==> src/rtl/obot_pkg.sv <==
// Shared types, trig table and helpers for the oriented box overlap test.
// No dependencies; used by every other file of the block.
`timescale 1ns / 1ps

package obot_pkg;

    // Per-stage advance enables for the corner generator.
    typedef struct packed {
        logic en1;
        logic en2;
        logic en3;
    } obot_ctl_t;

    localparam int ANGLE_W   = 9;
    localparam int EXTENT_W  = 14;
    localparam int SIN_MAG_W = 17;

    localparam logic [SIN_MAG_W-1:0] SIN_Q16 [91] = '{
        17'd0,     17'd1144,  17'd2287,  17'd3430,  17'd4572,  17'd5712,  17'd6850,
        17'd7987,  17'd9121,  17'd10252, 17'd11380, 17'd12505, 17'd13626, 17'd14742,
        17'd15855, 17'd16962, 17'd18064, 17'd19161, 17'd20252, 17'd21336, 17'd22415,
        17'd23486, 17'd24550, 17'd25607, 17'd26656, 17'd27697, 17'd28729, 17'd29753,
        17'd30767, 17'd31772, 17'd32768, 17'd33754, 17'd34729, 17'd35693, 17'd36647,
        17'd37590, 17'd38521, 17'd39441, 17'd40348, 17'd41243, 17'd42126, 17'd42995,
        17'd43852, 17'd44695, 17'd45525, 17'd46341, 17'd47143, 17'd47930, 17'd48703,
        17'd49461, 17'd50203, 17'd50931, 17'd51643, 17'd52339, 17'd53020, 17'd53684,
        17'd54332, 17'd54963, 17'd55578, 17'd56175, 17'd56756, 17'd57319, 17'd57865,
        17'd58393, 17'd58903, 17'd59396, 17'd59870, 17'd60326, 17'd60764, 17'd61183,
        17'd61584, 17'd61966, 17'd62328, 17'd62672, 17'd62997, 17'd63303, 17'd63589,
        17'd63856, 17'd64104, 17'd64332, 17'd64540, 17'd64729, 17'd64898, 17'd65048,
        17'd65177, 17'd65287, 17'd65376, 17'd65446, 17'd65496, 17'd65526, 17'd65536
    };

    // Magnitude of sin(d) in Q16 for d in 0..359, folded by quadrant.
    function automatic logic [SIN_MAG_W-1:0] sin_mag(input logic [ANGLE_W-1:0] d);
        logic [ANGLE_W-1:0] idx;
        begin
            if (d < 9'd90)
            begin
                idx = d;
            end
            else if (d < 9'd180)
            begin
                idx = 9'd180 - d;
            end
            else if (d < 9'd270)
            begin
                idx = d - 9'd180;
            end
            else
            begin
                idx = 9'd360 - d;
            end
            return SIN_Q16[idx[6:0]];
        end
    endfunction

    function automatic logic sin_neg(input logic [ANGLE_W-1:0] d);
        return d >= 9'd180;
    endfunction

endpackage

==> src/rtl/obot_corner.sv <==
// Three-stage corner generator for one rotated box: trig lookup, products, corners.
// Depends on obot_pkg (sine table, stage enable struct).
`timescale 1ns / 1ps

module obot_corner #(
    parameter int COORD_WIDTH    = 16,
    parameter int TRIG_FRAC_BITS = 14,
    parameter int CRW            = 19
) (
    input  logic                                  clk,
    input  obot_pkg::obot_ctl_t                   ctl,
    input  logic signed [COORD_WIDTH-1:0]         center_x,
    input  logic signed [COORD_WIDTH-1:0]         center_y,
    input  logic [obot_pkg::EXTENT_W-1:0]         half_width,
    input  logic [obot_pkg::EXTENT_W-1:0]         half_height,
    input  logic [obot_pkg::ANGLE_W-1:0]          angle_deg,
    output logic signed [CRW-1:0]                 corner_x [4],
    output logic signed [CRW-1:0]                 corner_y [4]
);

    localparam int TW  = TRIG_FRAC_BITS + 2;
    localparam int MW  = obot_pkg::EXTENT_W + 1 + TW;
    localparam int PW  = MW + 1;
    localparam int SH  = 16 - TRIG_FRAC_BITS;
    localparam int SCW = obot_pkg::SIN_MAG_W + 2;
    // Sign patterns per corner: bit set means subtract that product.
    localparam logic [3:0] X_WC_NEG = 4'b0011;
    localparam logic [3:0] X_HS_NEG = 4'b0110;
    localparam logic [3:0] Y_WS_NEG = 4'b0011;
    localparam logic [3:0] Y_HC_NEG = 4'b1001;

    // Stage 1: reduced angle and trig values
    logic [obot_pkg::ANGLE_W-1:0] d, cd;
    logic signed [TW-1:0] sin_next, cos_next;
    logic signed [TW-1:0] sin_reg, cos_reg;
    logic signed [COORD_WIDTH-1:0] cx1_reg, cy1_reg, cx2_reg, cy2_reg;
    logic [obot_pkg::EXTENT_W-1:0] w1_reg, h1_reg;

    function automatic logic signed [TW-1:0] scale_trig(input logic [obot_pkg::ANGLE_W-1:0] a);
        logic [SCW-1:0] m;
        begin
            m = ({2'b00, obot_pkg::sin_mag(a)} << 1) + (SCW'(1) << SH);
            m = m >> (SH + 1);
            if (obot_pkg::sin_neg(a))
            begin
                return -$signed(TW'(m));
            end
            return $signed(TW'(m));
        end
    endfunction

    always_comb
    begin
        d  = (angle_deg >= 9'd360) ? angle_deg - 9'd360 : angle_deg;
        cd = (d >= 9'd270) ? d - 9'd270 : d + 9'd90;
        sin_next = scale_trig(d);
        cos_next = scale_trig(cd);
    end

    always_ff @(posedge clk)
    begin
        if (ctl.en1)
        begin
            sin_reg <= sin_next;
            cos_reg <= cos_next;
            cx1_reg <= center_x;
            cy1_reg <= center_y;
            w1_reg  <= half_width;
            h1_reg  <= half_height;
        end
    end

    // Stage 2: the four products
    logic signed [MW-1:0] wc_reg, ws_reg, hc_reg, hs_reg;
    logic signed [obot_pkg::EXTENT_W:0] ws1, hs1;

    assign ws1 = $signed({1'b0, w1_reg});
    assign hs1 = $signed({1'b0, h1_reg});

    always_ff @(posedge clk)
    begin
        if (ctl.en2)
        begin
            wc_reg  <= ws1 * cos_reg;
            ws_reg  <= ws1 * sin_reg;
            hc_reg  <= hs1 * cos_reg;
            hs_reg  <= hs1 * sin_reg;
            cx2_reg <= cx1_reg;
            cy2_reg <= cy1_reg;
        end
    end

    // Stage 3: rounded offsets added to the center
    logic signed [PW-1:0] sum_x [4], sum_y [4];
    logic signed [CRW-1:0] cx_next [4], cy_next [4];
    logic signed [PW-1:0] half;
    logic signed [PW-1:0] wc_e, ws_e, hc_e, hs_e;

    always_comb
    begin
        half = PW'(1) <<< (TRIG_FRAC_BITS - 1);
        wc_e = PW'(wc_reg);
        ws_e = PW'(ws_reg);
        hc_e = PW'(hc_reg);
        hs_e = PW'(hs_reg);
        for (int i = 0; i < 4; i++)
        begin
            sum_x[i] = (X_WC_NEG[i] ? -wc_e : wc_e) + (X_HS_NEG[i] ? -hs_e : hs_e) + half;
            sum_y[i] = (Y_WS_NEG[i] ? -ws_e : ws_e) + (Y_HC_NEG[i] ? -hc_e : hc_e) + half;
            cx_next[i] = CRW'(cx2_reg) + CRW'(sum_x[i] >>> TRIG_FRAC_BITS);
            cy_next[i] = CRW'(cy2_reg) + CRW'(sum_y[i] >>> TRIG_FRAC_BITS);
        end
    end

    always_ff @(posedge clk)
    begin
        if (ctl.en3)
        begin
            corner_x <= cx_next;
            corner_y <= cy_next;
        end
    end

endmodule

==> config.mk <==
export PLATFORM = sky130hd
export DESIGN_NAME = obot_corner
export DESIGN_NICKNAME = d
export VERILOG_FILES = /design/src/rtl/obot_pkg.sv /design/src/rtl/obot_corner.sv
export SDC_FILE = /design/constraint.sdc
export NUM_CORES = 2
export LEC_CHECK = 0
export ABC_AREA = 1
export BUFFER_PORTS_ARGS = -buffer_cell sky130_fd_sc_hd__buf_2
export CAP_MARGIN = 20
export CELL_PAD_IN_SITES_DETAIL_PLACEMENT = 1
export CELL_PAD_IN_SITES_GLOBAL_PLACEMENT = 2
export CORE_ASPECT_RATIO = 0.6
export CORE_MARGIN = 1.5
export CORE_UTILIZATION = 41
export DETAILED_ROUTE_END_ITERATION = 10
export HOLD_SLACK_MARGIN = 0.02
export PLACE_DENSITY_LB_ADDON = 0.08
export SETUP_SLACK_MARGIN = 0.02
export SLEW_MARGIN = 20
export SYNTH_ARGS = -nofsm -noshare
export SYNTH_HDL_FRONTEND = slang
export SYNTH_SLANG_ARGS = --single-unit
==> constraint.sdc <==
create_clock -name clk -period 7.32 [get_ports clk]
set_input_delay 1.464 -clock clk [delete_from_list [all_inputs] [get_ports clk]]
set_output_delay 1.464 -clock clk [all_outputs]
set_load 0.01 [all_outputs]
After elaboration in Yosys (flattened, before gate mapping)
Memories as Yosys holds them, arrays and structs flattened.
Cells that the tools add are included.
- flip-flop bits (word level): 400
- bits in read-only memories: 4352
- input port bits: 73
- output and inout port bits: 152
- logic and storage cells: 99
- memories kept: 2
- add/sub/neg operators: 41
- multiply operators: 4
- $lt $le $gt $ge: 12
- muxes and demuxes: 18
- bitwise logic cells: 2
- memory list (name ; depth ; bits a word ; read ports ; clocked after memory_dff ; wr ports ; RTL line ; RTL):
    (name not given) ; 128 ; 17 ; 1 ; 0 ; 0 ; obot_pkg.sv:54 ; return SIN_Q16[idx[6:0]];
    (name not given) ; 128 ; 17 ; 1 ; 0 ; 0 ; obot_pkg.sv:54 ;
- operators by type and width (kind ; number):
    adder 32 x 15 -> 32 bit, second input constant ; 8
    adder 16 x 18 -> 19 bit ; 8
    negation 31 -> 32 bit ; 4
    multiplier 15 x 16 -> 31 bit ; 4
    two-way mux 17 bit ; 4
    adder 31 x 31 -> 32 bit ; 2
    adder 31 x 32 -> 32 bit ; 2
    adder 32 x 31 -> 32 bit ; 2
    adder 32 bit ; 2
    two-way mux 16 bit ; 4
    two-way mux 7 bit ; 6
    adder 18 x 3 -> 19 bit, second input constant ; 2
    negation 16 bit ; 2
    >= comparator 9 x 8 -> 1 bit, second input constant ; 2
    >= comparator 9 bit, second input constant ; 2
    < comparator 9 x 7 -> 1 bit, second input constant ; 2
    < comparator 9 x 8 -> 1 bit, second input constant ; 2
    < comparator 9 bit, second input constant ; 2
    two-way mux 9 bit ; 2
    subtractor 9 bit, second input constant ; 2
    >= comparator 8 bit, second input constant ; 2
    NOT 7 -> 8 bit ; 2
    subtractor 6 x 7 -> 7 bit, first input constant ; 2
    subtractor 7 x 6 -> 7 bit, second input constant ; 2
    3 further kinds ; 5

Logic depth before layout (Yosys ltp)
- word-level depth: 16
- gate-level depth with buffers: 48
- gate-level depth less buffers: 47

Worst setup path before layout
Ideal clock, no wire load.
- kind: register to register
- start point: reg cos_reg[7]
- end point: reg wc_reg[29] (data pin)
- library setup time: 0.260 ns
- arrival: 6.512 ns
- required time: 7.060 ns
- setup slack: 0.548 ns
- stages on the path, launching flop included: 36
- path buffers: 2
- period minus slack after synthesis: 6.772 ns
- cells stage by stage: edfxtp_1 > clkbuf_1 > clkbuf_1 > nand2_1 > fa_1 > inv_1 > fa_1 > fa_1 > inv_1 > fa_1 > fa_1 > inv_1 > fa_1 > ha_1 > nand2_1 > o21ai_0 > nand3_1 > nand2_1 > nand3_1 > nand2_1 > nand3_1 > nand2_1 > inv_1 > o21ai_0 > a21oi_1 > o21bai_1 > a21oi_1 > o21bai_1 > nand3_1 > nand2_1 > nand3_1 > nand2_1 > a21oi_1 > nor2_1 > nor2_1 > xor2_1
- longest elaborated chain between the ends: 1
- RTL lines (element ; RTL line ; RTL):
    from (decl) ; obot_corner.sv:35 ; logic signed [TW-1:0] sin_reg, cos_reg;
    from (signal assigned) ; obot_corner.sv:65 ; cos_reg <= cos_next;
    multiplier 15 x 16 -> 31 bit ; obot_corner.sv:84 ; wc_reg <= ws1 * cos_reg;
    to (signal assigned) ; obot_corner.sv:84 ;
    to (decl) ; obot_corner.sv:74 ; logic signed [MW-1:0] wc_reg, ws_reg, hc_reg, hs_reg;
No other way between the ends.
A chain may end at the register's enable or synchronous reset.

Worst setup path after layout
- start point: reg h1_reg[0] (netlist name)
- end point: reg hc_reg[29] (data pin)
- longest elaborated chain between the ends: 1
- RTL lines (element ; RTL line ; RTL):
    from (decl) ; obot_corner.sv:37 ; logic [obot_pkg::EXTENT_W-1:0] w1_reg, h1_reg;
    from (signal assigned) ; obot_corner.sv:69 ; h1_reg <= half_height;
    multiplier 15 x 16 -> 31 bit ; obot_corner.sv:86 ; hc_reg <= hs1 * cos_reg;
    to (signal assigned) ; obot_corner.sv:86 ;
    to (decl) ; obot_corner.sv:74 ;
No other way between the ends.

==> flow_summary.ini <==
[clock_network]
clock-root-buffer = clkbuf_16
clk_path_buf_depth = 3
clkLatencyLatePin_ns = 0.67
h-tree-depth = 2
cts_tree = built
clock_sinks = 400
path_clk_slew_ns = 0.07
cts-buffers-inserted = 48

[finish]
utilization_pct = 46.9
top_regs = corner_x (76), corner_y (76)
layout_common_cells = inv_1 (1952), nand2_1 (1817), ha_1 (944)
final_area_mm2 = 0.0799
fin_nets = 10900
final_common_cell = inv_1
drive_gt1_share_pct = 10.6
area_growth_pct = 13.1

[synthesis]
synthArstFlopShare_pct = 0
netlist_area_mm2 = 0.0707
synth_top_cell_by_area = fa_1
synth_ff_type = edfxtp_1
synth_top_area_share_pct = 24.9
synth_warnings = 0
avgSynthCellArea_um2 = 8.32
synth_edf_count = 400
synth_area_leaders = fa_1 (25%), edfxtp_1 (17%), ha_1 (17%)
synth.distinct_cells = 68
ys_ff_latch = 400
syn-instance-count = 8496
seq_area_frac_synth_pct = 17.0
syn_nets = 10400

[timing]
rsz0062_at_grt = yes
fin_tns_setup_ns = 0
worst_pin_slew_ns = 0.957
hold_violations = 0
clock_skew_ns = 0.0314
period_share_pct = 94.6
max_freq_mhz = 144
max-slew-margin-rel_pct = 36.2
timing.final.max_slew_violations = 0
finalSetupViolCount = 0
finalCriticalPeriod_ns = 6.92
holdWs_ns = 0.420

[worst_setup_path]
required_ns = 7.73
r2r_start = h1_reg[0]$_DFFE_PP_
slowest_delay_ns = 0.55
worstPathMaxFanout = 8
cp-end-kind = flop
crit_top_cell = fa_1
r2r_slack_ns = 0.40
cp-start-kind = flop
reg2reg_depth = 33
critPathTopFamily = adder cells
worstReg2RegEnd = hc_reg[29]$_DFFE_PP_
crit_slowest_cell = fa_1
cp_num_buf_inv = 6
path_class = flop to flop
worst_ep_arrival_time_ns = 7.33

[floorplanning]
top_level_ports = 225
die_h_um = 325
num_rows = 117
core-area_mm2 = 0.170
die_w_um = 539
dieArea_mm2 = 0.175
start_util_pct = 41.5

[grt]
grt_max_degree = 122
first_global_vias = 62500
grt_first_pass_wirelength_mm = 361
antenna_found_initial = 6
gr-total-overflow = 0
grt_usage_pct = 26.2

[job]
max_cap_viol_count = 0

[hold_path]
holdPathEnd = cx2_reg[8]$_DFFE_PP_
hold_class = flop to flop
min_from = cx1_reg[8]$_DFFE_PP_
holdPathStages = 0

[placement]
dpl.hpwl_mm = 191
place_area_mm2 = 0.0777
gp_congestion = 0.915
io_buffers = 224

[routing]
ant_nets = 0
vias_per_cell = 5.06
drtPass1Iterations = 5
routed_wl_mm = 227
vias = 57300
drt_iter0_markers = 3476
drc = 0
wire_per_inst_um = 20.0

[outcome]
run_status = complete, no violations
==> cell usage after synthesis (4+ instances only) <==
master / number
a211oi_1: 15
a21o_1: 32
a21oi_1: 449
a221oi_1: 6
a31oi_1: 29
buf_1: 40
buf_2: 26
buf_4: 4
buf_6: 9
clkbuf_1: 153
edfxtp_1: 400
fa_1: 880
ha_1: 948
inv_1: 1952
inv_2: 26
nand2_1: 1819
nand2_2: 30
nand2_4: 15
nand3_1: 392
nand3_2: 11
nand3b_1: 10
nand4_1: 49
nor2_1: 257
nor2_2: 7
nor2_4: 7
nor3_1: 41
nor3b_1: 8
nor4_1: 11
o211ai_1: 25
o21a_1: 6
o21ai_0: 158
o21ai_1: 27
o21ai_2: 4
o21bai_1: 36
o221ai_1: 8
o31ai_1: 9
or2_2: 4
xnor2_1: 145
xor2_1: 402
xor2_2: 5
==> how the worst max path moves through the flow <==
stage | startpoint | endpoint | slack (ns) | cells past startpoint
floorplan | cos_reg[7]$_DFFE_PP_ | wc_reg[29]$_DFFE_PP_ | 0.55 | 35
global placement | hc_reg[1]$_DFFE_PP_ | corner_y[17]$_DFFE_PP_ | 0.21 | 34
detailed placement | hs_reg[1]$_DFFE_PP_ | corner_x[56]$_DFFE_PP_ | 0.04 | 36
CTS | ws_reg[2]$_DFFE_PP_ | corner_y[74]$_DFFE_PP_ | 0.04 | 35
global route | h1_reg[0]$_DFFE_PP_ | hc_reg[29]$_DFFE_PP_ | -0.08 | 36
finish | h1_reg[0]$_DFFE_PP_ | hc_reg[29]$_DFFE_PP_ | 0.40 | 33
==> timing repair <==
action,in CTS,in global routing
pin swaps,0,11
resized for setup,1,85
buffers inserted,0,26
gates cloned,0,2
setup endpoints to repair,1,43
hold buffers,0,0
==> final cells by class <==
class                           count  area [um2]
Sequential cell                   400       12000
Clock buffer                       52        1240
Timing Repair Buffer              710        5490
Inverter                         1983        7450
Fill cell                       20400       90500
Tap cell                         2261        2830
Clock inverter                     37         410
Antenna cell                        3        7.51
Multi-Input combinational cell   5881       50500
==> cells by family (layout without fill, tap and decap cells) <==
| group | Yosys count | after routing | synth area share [%] |
|---|---|---|---|
| and+or+nand+nor | 2673 | 2673 | 15.8 |
| buffers and inverters | 2215 | 2782 | 11.9 |
| adders and majority gates | 1828 | 1828 | 41.7 |
| AOI/OAI and AO/OA | 826 | 826 | 6.59 |
| xor gates and xnor gates | 554 | 554 | 6.95 |
| DFF | 400 | 400 | 17.0 |
| other | 0 | 3 | 0 |
==> metal layers <==
metal | vias to the layer above | global-route usage (%) | wire [um]
li1 | 27400 | - | -
met1 | 28800 | 41.2 | 119000
met2 | 967 | 39.4 | 94100
met3 | 117 | 3.08 | 11100
met4 | 2 | 2.98 | 2620
met5 | - | 0 | 13
==> stage by stage <==
stage	setup slack, ns	std cells
floorplan	0.548	8496
detailed placement	0.0361	11200
global placement	0.211	11200
global route	-0.0812	11300
finish	0.397	11300
CTS	0.0384	11300
==> worst reg2reg max path: cells and delay by family, from the launching register on <==
family | cells | cell delay (ns)
xor gates and xnor gates | 1 | 0.13
adders and majority gates | 7 | 3.29
and+or+nand+nor | 10 | 0.81
buffers and inverters | 6 | 0.65
AOI/OAI and AO/OA | 9 | 1.35
DFF | 1 | 0.45
Power is left out: the tool's default activity adds up to more than one toggle a clock period on the data nets, which glitch-free logic cannot reach.
